## config.mk

```make
export PLATFORM = sky130hd
export DESIGN_NAME = sha256_byte_stream_hasher_core_flat
export DESIGN_NICKNAME = d
export VERILOG_FILES = /design/src/design/sha_pkg.sv /design/src/design/sha_if.sv /design/src/design/sha_ctrl.sv /design/src/design/sha_dp.sv /design/src/design/sha256_byte_stream_hasher_core.sv /design/src/flat_wrapper.sv
export SDC_FILE = /design/constraint.sdc
export NUM_CORES = 2
export LEC_CHECK = 0
export ABC_CLOCK_PERIOD_IN_PS = 19600
export BUFFER_PORTS_ARGS = -buffer_cell sky130_fd_sc_hd__buf_2
export CORE_UTILIZATION = 43
export DETAILED_ROUTE_END_ITERATION = 10
export PLACE_DENSITY = 0.59
export SLEW_MARGIN = 20
export SYNTH_ARGS = -nofsm -noshare
export SYNTH_HDL_FRONTEND = slang
export SYNTH_SLANG_ARGS = --single-unit
```

## constraint.sdc

```tcl
create_clock -name i_clk -period 19.6 [get_ports i_clk]
set_input_delay 0.98 -clock i_clk [delete_from_list [all_inputs] [get_ports i_clk]]
set_output_delay 0.98 -clock i_clk [all_outputs]
set_load 0.01 [all_outputs]
```

## src/design/sha_pkg.sv

```systemverilog
// ----------------------------------------------------------------------------
// sha_pkg
// Shared types, constants and round functions for the SHA-256 byte hasher.
// ----------------------------------------------------------------------------
package sha_pkg;

    localparam int WORD_W  = 32;
    localparam int BYTE_W  = 8;
    localparam int LEN_W   = 64;
    localparam int ROUNDS  = 64;
    localparam int WIN_W   = 512;

    localparam logic [BYTE_W-1:0] PAD_BYTE  = 8'h80;
    localparam logic [5:0]        LEN_START = 6'd56;
    localparam logic [5:0]        BLK_LAST  = 6'd63;
    localparam logic [5:0]        RND_LAST  = 6'd63;
    localparam logic [2:0]        WORD_LAST = 3'd7;

    // Initial hash value; index 0 is H0
    localparam logic [7:0][WORD_W-1:0] SHA_IV = {
        32'h5be0cd19, 32'h1f83d9ab, 32'h9b05688c, 32'h510e527f,
        32'ha54ff53a, 32'h3c6ef372, 32'hbb67ae85, 32'h6a09e667
    };

    // Source of the byte pushed into the block window
    typedef enum logic [1:0] {
        PUSH_MSG  = 2'd0,
        PUSH_PAD  = 2'd1,
        PUSH_ZERO = 2'd2,
        PUSH_LEN  = 2'd3
    } t_push_sel;

    // Controller to datapath commands
    typedef struct packed {
        logic        push;
        t_push_sel   push_sel;
        logic        count_len;
        logic [2:0]  len_sel;
        logic        load_work;
        logic        round_en;
        logic [5:0]  round_idx;
        logic        update_hash;
        logic        restart;
        logic [2:0]  out_idx;
    } t_cmd;

    function automatic logic [WORD_W-1:0] rotr(input logic [WORD_W-1:0] v,
                                               input int unsigned n);
        return (v >> n) | (v << (WORD_W - n));
    endfunction

    function automatic logic [WORD_W-1:0] big_sig0(input logic [WORD_W-1:0] v);
        return rotr(v, 2) ^ rotr(v, 13) ^ rotr(v, 22);
    endfunction

    function automatic logic [WORD_W-1:0] big_sig1(input logic [WORD_W-1:0] v);
        return rotr(v, 6) ^ rotr(v, 11) ^ rotr(v, 25);
    endfunction

    function automatic logic [WORD_W-1:0] small_sig0(input logic [WORD_W-1:0] v);
        return rotr(v, 7) ^ rotr(v, 18) ^ (v >> 3);
    endfunction

    function automatic logic [WORD_W-1:0] small_sig1(input logic [WORD_W-1:0] v);
        return rotr(v, 17) ^ rotr(v, 19) ^ (v >> 10);
    endfunction

    // Round constants
    function automatic logic [WORD_W-1:0] round_k(input logic [5:0] t);
        logic [WORD_W-1:0] k;
        case (t)
            6'd0:  k = 32'h428a2f98;  6'd1:  k = 32'h71374491;
            6'd2:  k = 32'hb5c0fbcf;  6'd3:  k = 32'he9b5dba5;
            6'd4:  k = 32'h3956c25b;  6'd5:  k = 32'h59f111f1;
            6'd6:  k = 32'h923f82a4;  6'd7:  k = 32'hab1c5ed5;
            6'd8:  k = 32'hd807aa98;  6'd9:  k = 32'h12835b01;
            6'd10: k = 32'h243185be;  6'd11: k = 32'h550c7dc3;
            6'd12: k = 32'h72be5d74;  6'd13: k = 32'h80deb1fe;
            6'd14: k = 32'h9bdc06a7;  6'd15: k = 32'hc19bf174;
            6'd16: k = 32'he49b69c1;  6'd17: k = 32'hefbe4786;
            6'd18: k = 32'h0fc19dc6;  6'd19: k = 32'h240ca1cc;
            6'd20: k = 32'h2de92c6f;  6'd21: k = 32'h4a7484aa;
            6'd22: k = 32'h5cb0a9dc;  6'd23: k = 32'h76f988da;
            6'd24: k = 32'h983e5152;  6'd25: k = 32'ha831c66d;
            6'd26: k = 32'hb00327c8;  6'd27: k = 32'hbf597fc7;
            6'd28: k = 32'hc6e00bf3;  6'd29: k = 32'hd5a79147;
            6'd30: k = 32'h06ca6351;  6'd31: k = 32'h14292967;
            6'd32: k = 32'h27b70a85;  6'd33: k = 32'h2e1b2138;
            6'd34: k = 32'h4d2c6dfc;  6'd35: k = 32'h53380d13;
            6'd36: k = 32'h650a7354;  6'd37: k = 32'h766a0abb;
            6'd38: k = 32'h81c2c92e;  6'd39: k = 32'h92722c85;
            6'd40: k = 32'ha2bfe8a1;  6'd41: k = 32'ha81a664b;
            6'd42: k = 32'hc24b8b70;  6'd43: k = 32'hc76c51a3;
            6'd44: k = 32'hd192e819;  6'd45: k = 32'hd6990624;
            6'd46: k = 32'hf40e3585;  6'd47: k = 32'h106aa070;
            6'd48: k = 32'h19a4c116;  6'd49: k = 32'h1e376c08;
            6'd50: k = 32'h2748774c;  6'd51: k = 32'h34b0bcb5;
            6'd52: k = 32'h391c0cb3;  6'd53: k = 32'h4ed8aa4a;
            6'd54: k = 32'h5b9cca4f;  6'd55: k = 32'h682e6ff3;
            6'd56: k = 32'h748f82ee;  6'd57: k = 32'h78a5636f;
            6'd58: k = 32'h84c87814;  6'd59: k = 32'h8cc70208;
            6'd60: k = 32'h90befffa;  6'd61: k = 32'ha4506ceb;
            6'd62: k = 32'hbef9a3f7;  6'd63: k = 32'hc67178f2;
            default: k = 32'h00000000;
        endcase
        return k;
    endfunction

endpackage

```

## src/design/sha_if.sv

```systemverilog
// ----------------------------------------------------------------------------
// sha_if
// Valid/ready channels: message bytes in, digest words out.
// ----------------------------------------------------------------------------
interface sha_byte_if;
    logic       valid;
    logic       ready;
    logic [7:0] data_byte;
    logic       byte_valid;
    logic       end_of_message;

    modport source (output valid, data_byte, byte_valid, end_of_message,
                    input ready);
    modport sink   (input valid, data_byte, byte_valid, end_of_message,
                    output ready);
endinterface

interface sha_word_if;
    logic        valid;
    logic        ready;
    logic [31:0] digest_word;
    logic [2:0]  word_index;
    logic        last_word;

    modport source (output valid, digest_word, word_index, last_word,
                    input ready);
    modport sink   (input valid, digest_word, word_index, last_word,
                    output ready);
endinterface

```

## src/design/sha_ctrl.sv

```systemverilog
// ----------------------------------------------------------------------------
// sha_ctrl
// Sequencer: byte intake, padding, round count and digest read-out.
// ----------------------------------------------------------------------------
module sha_ctrl
    import sha_pkg::*;
(
    input  logic       i_clk,
    input  logic       i_rst_n,
    input  logic       i_in_valid,
    input  logic       i_byte_valid,
    input  logic       i_end_of_message,
    output logic       o_in_ready,
    output logic       o_out_valid,
    input  logic       i_out_ready,
    output t_cmd       o_cmd
);

    typedef enum logic [7:0] {
        S_IDLE   = 8'b0000_0001,
        S_LOAD   = 8'b0000_0010,
        S_ROUND  = 8'b0000_0100,
        S_UPDATE = 8'b0000_1000,
        S_PAD    = 8'b0001_0000,
        S_ZERO   = 8'b0010_0000,
        S_LEN    = 8'b0100_0000,
        S_OUT    = 8'b1000_0000
    } t_state;

    t_state     r_state, n_state;
    t_state     r_ret,   n_ret;    // where to go once the block is folded in
    logic [5:0] r_fill,  n_fill;
    logic [5:0] r_round, n_round;
    logic [2:0] r_widx,  n_widx;

    always_ff @(posedge i_clk) begin
        if (!i_rst_n) begin
            r_state <= S_IDLE;
            r_ret   <= S_IDLE;
            r_fill  <= '0;
            r_round <= '0;
            r_widx  <= '0;
        end else begin
            r_state <= n_state;
            r_ret   <= n_ret;
            r_fill  <= n_fill;
            r_round <= n_round;
            r_widx  <= n_widx;
        end
    end

    always_comb begin
        n_state = r_state;
        n_ret   = r_ret;
        n_fill  = r_fill;
        n_round = r_round;
        n_widx  = r_widx;

        o_in_ready  = 1'b0;
        o_out_valid = 1'b0;

        o_cmd             = '0;
        o_cmd.push_sel    = PUSH_MSG;
        o_cmd.len_sel     = r_fill[2:0];
        o_cmd.round_idx   = r_round;
        o_cmd.out_idx     = r_widx;

        case (r_state)
            S_IDLE: begin
                o_in_ready = 1'b1;
                if (i_in_valid) begin
                    if (i_byte_valid) begin
                        o_cmd.push      = 1'b1;
                        o_cmd.count_len = 1'b1;
                        n_fill          = r_fill + 6'd1;
                    end
                    if (i_byte_valid && r_fill == BLK_LAST) begin
                        n_ret   = i_end_of_message ? S_PAD : S_IDLE;
                        n_state = S_LOAD;
                    end else if (i_end_of_message) begin
                        n_state = S_PAD;
                    end
                end
            end
            S_PAD: begin
                o_cmd.push     = 1'b1;
                o_cmd.push_sel = PUSH_PAD;
                n_fill         = r_fill + 6'd1;
                if (r_fill == BLK_LAST) begin
                    n_ret   = S_ZERO;
                    n_state = S_LOAD;
                end else begin
                    n_state = S_ZERO;
                end
            end
            S_ZERO: begin
                if (r_fill == LEN_START) begin
                    n_state = S_LEN;
                end else begin
                    o_cmd.push     = 1'b1;
                    o_cmd.push_sel = PUSH_ZERO;
                    n_fill         = r_fill + 6'd1;
                    if (r_fill == BLK_LAST) begin
                        n_ret   = S_ZERO;
                        n_state = S_LOAD;
                    end
                end
            end
            S_LEN: begin
                o_cmd.push     = 1'b1;
                o_cmd.push_sel = PUSH_LEN;
                n_fill         = r_fill + 6'd1;
                if (r_fill == BLK_LAST) begin
                    n_ret   = S_OUT;
                    n_state = S_LOAD;
                end
            end
            S_LOAD: begin
                o_cmd.load_work = 1'b1;
                n_round         = '0;
                n_state         = S_ROUND;
            end
            S_ROUND: begin
                o_cmd.round_en = 1'b1;
                n_round        = r_round + 6'd1;
                if (r_round == RND_LAST) begin
                    n_state = S_UPDATE;
                end
            end
            S_UPDATE: begin
                o_cmd.update_hash = 1'b1;
                n_state           = r_ret;
            end
            S_OUT: begin
                o_out_valid = 1'b1;
                if (i_out_ready) begin
                    n_widx = r_widx + 3'd1;
                    if (r_widx == WORD_LAST) begin
                        o_cmd.restart = 1'b1;
                        n_state       = S_IDLE;
                    end
                end
            end
            default: begin
                n_state = S_IDLE;
            end
        endcase
    end

endmodule

```

## src/design/sha_dp.sv

```systemverilog
// ----------------------------------------------------------------------------
// sha_dp
// Datapath: 512-bit block window, bit length, working variables, hash state.
// ----------------------------------------------------------------------------
module sha_dp
    import sha_pkg::*;
(
    input  logic              i_clk,
    input  logic              i_rst_n,
    input  t_cmd              i_cmd,
    input  logic [BYTE_W-1:0] i_data_byte,
    output logic [WORD_W-1:0] o_digest_word
);

    // Oldest word sits at the top; bytes and schedule words enter at the bottom
    logic [WIN_W-1:0]           r_win;
    logic [LEN_W-1:0]           r_len;
    logic [7:0][WORD_W-1:0]     r_hash;
    logic [WORD_W-1:0]          r_a, r_b, r_c, r_d, r_e, r_f, r_g, r_h;

    logic [BYTE_W-1:0] push_byte;
    logic [WORD_W-1:0] w0, w1, w9, w14, w_next;
    logic [WORD_W-1:0] t1, t2;

    assign w0  = r_win[511:480];
    assign w1  = r_win[479:448];
    assign w9  = r_win[223:192];
    assign w14 = r_win[63:32];

    // Window holds w[t..t+15]; this is w[t+16]
    assign w_next = small_sig1(w14) + w9 + small_sig0(w1) + w0;

    assign t1 = r_h + big_sig1(r_e) + ((r_e & r_f) ^ (~r_e & r_g))
              + round_k(i_cmd.round_idx) + w0;
    assign t2 = big_sig0(r_a) + ((r_a & r_b) ^ (r_a & r_c) ^ (r_b & r_c));

    always_comb begin
        case (i_cmd.push_sel)
            PUSH_MSG:  push_byte = i_data_byte;
            PUSH_PAD:  push_byte = PAD_BYTE;
            PUSH_ZERO: push_byte = '0;
            PUSH_LEN:  push_byte = r_len[{~i_cmd.len_sel, 3'b000} +: BYTE_W];
            default:   push_byte = '0;
        endcase
    end

    assign o_digest_word = r_hash[i_cmd.out_idx];

    always_ff @(posedge i_clk) begin
        if (i_cmd.push) begin
            r_win <= {r_win[WIN_W-BYTE_W-1:0], push_byte};
        end else if (i_cmd.round_en) begin
            r_win <= {r_win[WIN_W-WORD_W-1:0], w_next};
        end
    end

    always_ff @(posedge i_clk) begin
        if (i_cmd.load_work) begin
            r_a <= r_hash[0]; r_b <= r_hash[1]; r_c <= r_hash[2]; r_d <= r_hash[3];
            r_e <= r_hash[4]; r_f <= r_hash[5]; r_g <= r_hash[6]; r_h <= r_hash[7];
        end else if (i_cmd.round_en) begin
            r_h <= r_g; r_g <= r_f; r_f <= r_e; r_e <= r_d + t1;
            r_d <= r_c; r_c <= r_b; r_b <= r_a; r_a <= t1 + t2;
        end
    end

    always_ff @(posedge i_clk) begin
        if (!i_rst_n || i_cmd.restart) begin
            r_len  <= '0;
            r_hash <= SHA_IV;
        end else begin
            if (i_cmd.count_len) begin
                r_len <= r_len + LEN_W'(BYTE_W);
            end
            if (i_cmd.update_hash) begin
                r_hash[0] <= r_hash[0] + r_a;
                r_hash[1] <= r_hash[1] + r_b;
                r_hash[2] <= r_hash[2] + r_c;
                r_hash[3] <= r_hash[3] + r_d;
                r_hash[4] <= r_hash[4] + r_e;
                r_hash[5] <= r_hash[5] + r_f;
                r_hash[6] <= r_hash[6] + r_g;
                r_hash[7] <= r_hash[7] + r_h;
            end
        end
    end

endmodule

```

## src/design/sha256_byte_stream_hasher_core.sv

```systemverilog
// ----------------------------------------------------------------------------
// sha256_byte_stream_hasher_core
// SHA-256 over a byte stream: one byte per beat in, eight digest words out.
// ----------------------------------------------------------------------------
//
//  channel  | dir | payload                                 | beat
//  ---------+-----+-----------------------------------------+-----------------
//  i_byte   | in  | data_byte, byte_valid, end_of_message   | one byte/marker
//  o_word   | out | digest_word, word_index, last_word      | one digest word
//
//  Byte beat: the 64th byte of a block starts a compression (load,
//  64 rounds, hash update) in the one round unit.
//  End mark: pad, zero and length bytes are pushed into the window,
//  then one or two compressions and eight output beats.
//  i_byte stalls through compression, padding and read-out; o_word may stall
//  and the word holds. Sync active-low reset: initial hash, zero bit length.
//
// ----------------------------------------------------------------------------
module sha256_byte_stream_hasher_core
    import sha_pkg::*;
(
    input  logic             i_clk,
    input  logic             i_rst_n,
    sha_byte_if.sink         i_byte,
    sha_word_if.source       o_word
);

    t_cmd cmd;
    logic out_valid;
    logic in_ready;

    // Sequencer: owns fill count, round count and word index
    sha_ctrl u_ctrl (
        .i_clk            (i_clk),
        .i_rst_n          (i_rst_n),
        .i_in_valid       (i_byte.valid),
        .i_byte_valid     (i_byte.byte_valid),
        .i_end_of_message (i_byte.end_of_message),
        .o_in_ready       (in_ready),
        .o_out_valid      (out_valid),
        .i_out_ready      (o_word.ready),
        .o_cmd            (cmd)
    );

    // Block window, schedule, round logic and hash state
    sha_dp u_dp (
        .i_clk         (i_clk),
        .i_rst_n       (i_rst_n),
        .i_cmd         (cmd),
        .i_data_byte   (i_byte.data_byte),
        .o_digest_word (o_word.digest_word)
    );

    assign i_byte.ready      = in_ready;
    assign o_word.valid      = out_valid;
    assign o_word.word_index = cmd.out_idx;
    assign o_word.last_word  = (cmd.out_idx == WORD_LAST);

endmodule

```

## src/flat_wrapper.sv

```systemverilog
// flat-port wrapper written by rule: the top's interface ports become plain ports
module sha256_byte_stream_hasher_core_flat import sha_pkg::*;
  (i_clk, i_rst_n, i_byte_valid, i_byte_data_byte, i_byte_byte_valid, i_byte_end_of_message, i_byte_ready, o_word_valid, o_word_digest_word, o_word_word_index, o_word_last_word, o_word_ready);
  sha_byte_if i_byte_i ();
  sha_word_if o_word_i ();
  input  logic i_clk;
  input  logic i_rst_n;
  input wire logic [$bits(i_byte_i.valid)-1:0] i_byte_valid;
  input wire logic [$bits(i_byte_i.data_byte)-1:0] i_byte_data_byte;
  input wire logic [$bits(i_byte_i.byte_valid)-1:0] i_byte_byte_valid;
  input wire logic [$bits(i_byte_i.end_of_message)-1:0] i_byte_end_of_message;
  output wire logic [$bits(i_byte_i.ready)-1:0] i_byte_ready;
  output wire logic [$bits(o_word_i.valid)-1:0] o_word_valid;
  output wire logic [$bits(o_word_i.digest_word)-1:0] o_word_digest_word;
  output wire logic [$bits(o_word_i.word_index)-1:0] o_word_word_index;
  output wire logic [$bits(o_word_i.last_word)-1:0] o_word_last_word;
  input wire logic [$bits(o_word_i.ready)-1:0] o_word_ready;
  assign i_byte_i.valid = i_byte_valid;
  assign i_byte_i.data_byte = i_byte_data_byte;
  assign i_byte_i.byte_valid = i_byte_byte_valid;
  assign i_byte_i.end_of_message = i_byte_end_of_message;
  assign i_byte_ready = i_byte_i.ready;
  assign o_word_valid = o_word_i.valid;
  assign o_word_digest_word = o_word_i.digest_word;
  assign o_word_word_index = o_word_i.word_index;
  assign o_word_last_word = o_word_i.last_word;
  assign o_word_i.ready = o_word_ready;
  sha256_byte_stream_hasher_core u_core (.i_clk(i_clk), .i_rst_n(i_rst_n), .i_byte(i_byte_i), .o_word(o_word_i));
endmodule
```

==> run_results.csv <==
group,metric,value,unit
final_layout,final_layout_size_suffix_gt1_frac,0.06330,
clock_tree,cts.path.max_buffers,3,
pwr,power.ir.vdd_worst,0.1187,mV
clock_tree,cts_inserted_buffers,138,
floorplanning,core,176100,um2
global_route,gr-usage-all-layers,0.2691,
setup_path,worst_setup_path_end_kind,"flop",
synthesis,synth.top_cells.by_area,"edfxtp_1 30%, nand2_1 13%, dfxtp_1 9.9%, ha_1 6.5%, fa_1 5.1%",
worst_hold_path,hold_class,"flop to flop",
synthesis,share_of_the_synthesized_area_in_compound_gates_ao_oa_aoi_oai,0.1402,
pwr,static-leakage-power,34.96,nW
final_layout,final_nets,9018,
synthesis,synthesis.yosys.warnings,0,
synthesis,post_synth_xor_area_fraction,0.07008,
synthesis,number_of_flip_flops_and_latches_in_the_synthesized_netlist,1144,
outcome,status,"completed",
routing,drc,0,
clock_tree,post_cts_hold_buffers,0,
final_layout,fill_cells,17010,
final_layout,register_area,30600,um2
synthesis,yosys_most_used_dff,"edfxtp_1",
place,post-place-ws,11.23,ns
sta,maxSlewViolCount,0,
setup_path,setup.worst_path.start,"u_core.u_dp.r_e[7]",
global_route,grt_pass1_vias,58330,
routing,dr_total_vias,62010,
global_route,grt_pass1_wl,370.2,mm
synthesis,netlist.area_leader.share,0.3025,
synthesis,dominant_combinational_cell_family_by_area_after_synthesis,"simple AND/OR/NAND/NOR gates",
floorplanning,start_util,0.4329,
synthesis,synthesis.area,76240,um2
clock_tree,numClockSinks,1144,
clock_tree,post_cts_buffers,0,
setup_path,critPathMaxFanout,6,
setup_path,cp_top_family,"adder cells",
clock_tree,htreeDepth,4,
clock_tree,insertion_delay,0.84,ns
setup_path,worst_ep_arrival_time,9.13,ns
sta,fin_skew,0.06166,ns
final_layout,post-route-util,0.4702,
floorplanning,rows,154,
setup_path,setup.worst_path.class,"flop to flop",
synthesis,synth_fp_nets,9247,
synthesis,synth.lib_cells_used.distinct,96,
final_layout,multi_input_combinational_cell_area,42230,um2
setup_path,reg2regPathDepth,31,
routing,ant_nets,0,
setup_path,critical_path.startpoint_type,"flop",
setup_path,worstReg2RegStart,"u_core.u_dp.r_e[7]",
routing,drt_pass1_iterations,6,
setup_path,cp_common_cell,"fa_1",
setup_path,reg2reg_slack,10.99,ns
setup_path,worstSetupEndpoint,"u_core.u_dp.r_a[31]",
sta,timing.final.ws_setup,10.99,ns
setup_path,path_depth,31,
setup_path,timing.critical_path.buf_inv,4,
routing,detail_route.vias_per_cell,5.703,
clock_tree,clock_root_buffer,"clkbuf_16",
place,placement.io_buffers,51,
clock_tree,cts_tree,"done",
floorplanning,design.die.area,179000,um2
synthesis,synth_top_area_cell,"edfxtp_1",
synthesis,post_synth_and_or_nand_nor_area_fraction,0.1898,
synthesis,post_synth_mux_area_share,0.03665,
clock_tree,worst_setup_hold_path_clk_slew,0.06,ns
sta,relSlewSlack,0.2598,
floorplanning,floorplan.die.width,423.1,um
global_route,maximum_number_of_pins_on_one_net_before_global_route_repair,211,
setup_path,cp.required,20.12,ns
routing,detail_route.wirelength,244.9,mm
place,detailed_place_hpwl,176.5,mm
sta,max_freq,0.1161,GHz
final_layout,area_growth_syn_to_layout,8.610,%
synthesis,mean_instance_size_in_the_synthesized_netlist,8.820,um2
sta,fin_crit_sh,0.4394,
sta,setup_total_negative_slack,0,ns
synthesis,synth-edff-count,768,
floorplanning,dieHeight,423.1,um
synthesis,synthesized_instance_count,8644,
routing,wl_per_cell,22.52,um
sta,report.final.hold_viol_count,0,
setup_path,worst_r2r_endpoint,"u_core.u_dp.r_a[31]",
floorplanning,io_pins,52,
synthesis,synth_top_cells_by_count,"2565 x nand2_1, 768 x edfxtp_1, 528 x a21oi_1",
routing,drt_iter0_drc,6434,
setup_path,critical-path-max-stage-delay,0.55,ns
place,globalplace.congestion,0.9651,
setup_path,critical-path-slowest-cell,"edfxtp_1",
sta,period_needed,8.613,ns
synthesis,most_common_cell_in_the_synthesized_netlist,"nand2_1",
sta,grt_setup_unrepaired,"false",
clock_tree,post_cts.resized_instances,0,
synthesis,synth_sequential_area_ratio,0.4012,
run,max_cap_violations,0,
sta,setup_viol_count_final,0,
synthesis,post_synth_fa_ha_maj_area_fraction,0.1163,
synthesis,postSynth.asyncResetShare,0,
pwr,power_density,124.7,nW/um2
global_route,antenna_found_initial,7,
global_route,gr-total-overflow,0,
sta,worst-slew-pin-transition,1.110,ns
[tightest hold or removal path: cells and delay by family, from the launching register on]
| kind | cells | cell delay, ns |
|---|---|---|
| AOI/OAI and AO/OA | 1 | 0.09 |
| DFF | 1 | 0.32 |
| and+or+nand+nor | 1 | 0.05 |
[layer usage]
layer,part of all wire,GRT usage
met5,0.000057,0
met4,0.036,0.09549
met3,0.068,0.04321
met2,0.45,0.4195
met1,0.44,0.3769
[through the flow]
step	power, mW	std cells	area [um2]	hold WS, ns
after global placement	7.648	10620	78190	0.4438
after floorplan	6.556	8644	76240	0.4329
after CTS	10.37	10870	82780	0.4118
after global routing	11.00	10870	82800	0.4746
final	10.32	10870	82800	0.4469
after detailed placement	7.700	10620	78190	0.4425
[sequential cells by signal, summed over array words and instances, names as in the netlist, 32 cells and up, named ones only]
| name | cells |
|---|---|
| u_core.u_dp.r_c | 32 |
| u_core.u_dp.r_a | 32 |
| u_core.u_dp.r_e | 32 |
| u_core.u_dp.r_len | 61 |
| u_core.u_dp.r_b | 32 |
| u_core.u_dp.r_win | 512 |
| u_core.u_dp.r_h | 32 |
| u_core.u_dp.r_d | 32 |
| u_core.u_dp.r_f | 32 |
| u_core.u_dp.r_hash | 256 |
| u_core.u_dp.r_g | 32 |
[placed cells by master (no fill, tap or decap), types with 140 or more instances in the layout]
| master | netlist | layout |
|---|---|---|
| clkbuf_16 | 0 | 140 |
| edfxtp_1 | 768 | 768 |
| inv_1 | 429 | 428 |
| fa_1 | 195 | 195 |
| nor2_1 | 384 | 384 |
| ha_1 | 394 | 394 |
| xor2_1 | 227 | 227 |
| xnor2_1 | 383 | 383 |
| a21o_1 | 222 | 222 |
| a21oi_1 | 528 | 528 |
| dfxtp_1 | 376 | 373 |
| nand2_1 | 2565 | 2561 |
| o21ai_0 | 395 | 395 |
[kinds of logic after synthesis]
group | after synthesis
AO/OA/AOI/OAI | 1708
XOR/XNOR | 610
adder cells (fa/ha/maj) | 592
buffers and inverters | 918
flip-flops | 1144
multiplexers | 173
AND/OR/NAND/NOR | 3499
[worst min-delay path by stage]
stage | start | end | slack [ns] | cells after the start
floorplan | u_core.u_ctrl.r_ret[7] | u_core.u_ctrl.r_state[7] | 0.43 | 2
global placement | u_core.u_ctrl.r_ret[7] | u_core.u_ctrl.r_state[7] | 0.44 | 2
detailed placement | u_core.u_ctrl.r_ret[7] | u_core.u_ctrl.r_state[7] | 0.44 | 2
CTS | o_word_ready | u_core.u_ctrl.r_widx[1] | 0.41 | 3
global route | o_word_ready | u_core.u_ctrl.r_widx[2] | 0.47 | 3
finish | u_core.u_ctrl.r_ret[0] | u_core.u_ctrl.r_state[0] | 0.45 | 2
[layout make-up]
type	count	area share
diodes	2	0.00006044
clock buffers	184	0.04600
clock inverters	72	0.009490
inverters	434	0.01977
multi-input cells	6582	0.5100
flip-flops and latches	1144	0.3695
well taps	2340	0.03536
repair buffers	115	0.009792
[power by group]
group	leakage, nW	switching, mW	total, mW	internal (mW)
Clock	2.25	1.12	2.63	1.50
Sequential	10.1	0.209	3.29	3.08
Combinational	22.6	2.64	4.40	1.76
Total	35.0	3.98	10.3	6.35
(Power assumes the default switching activity.)
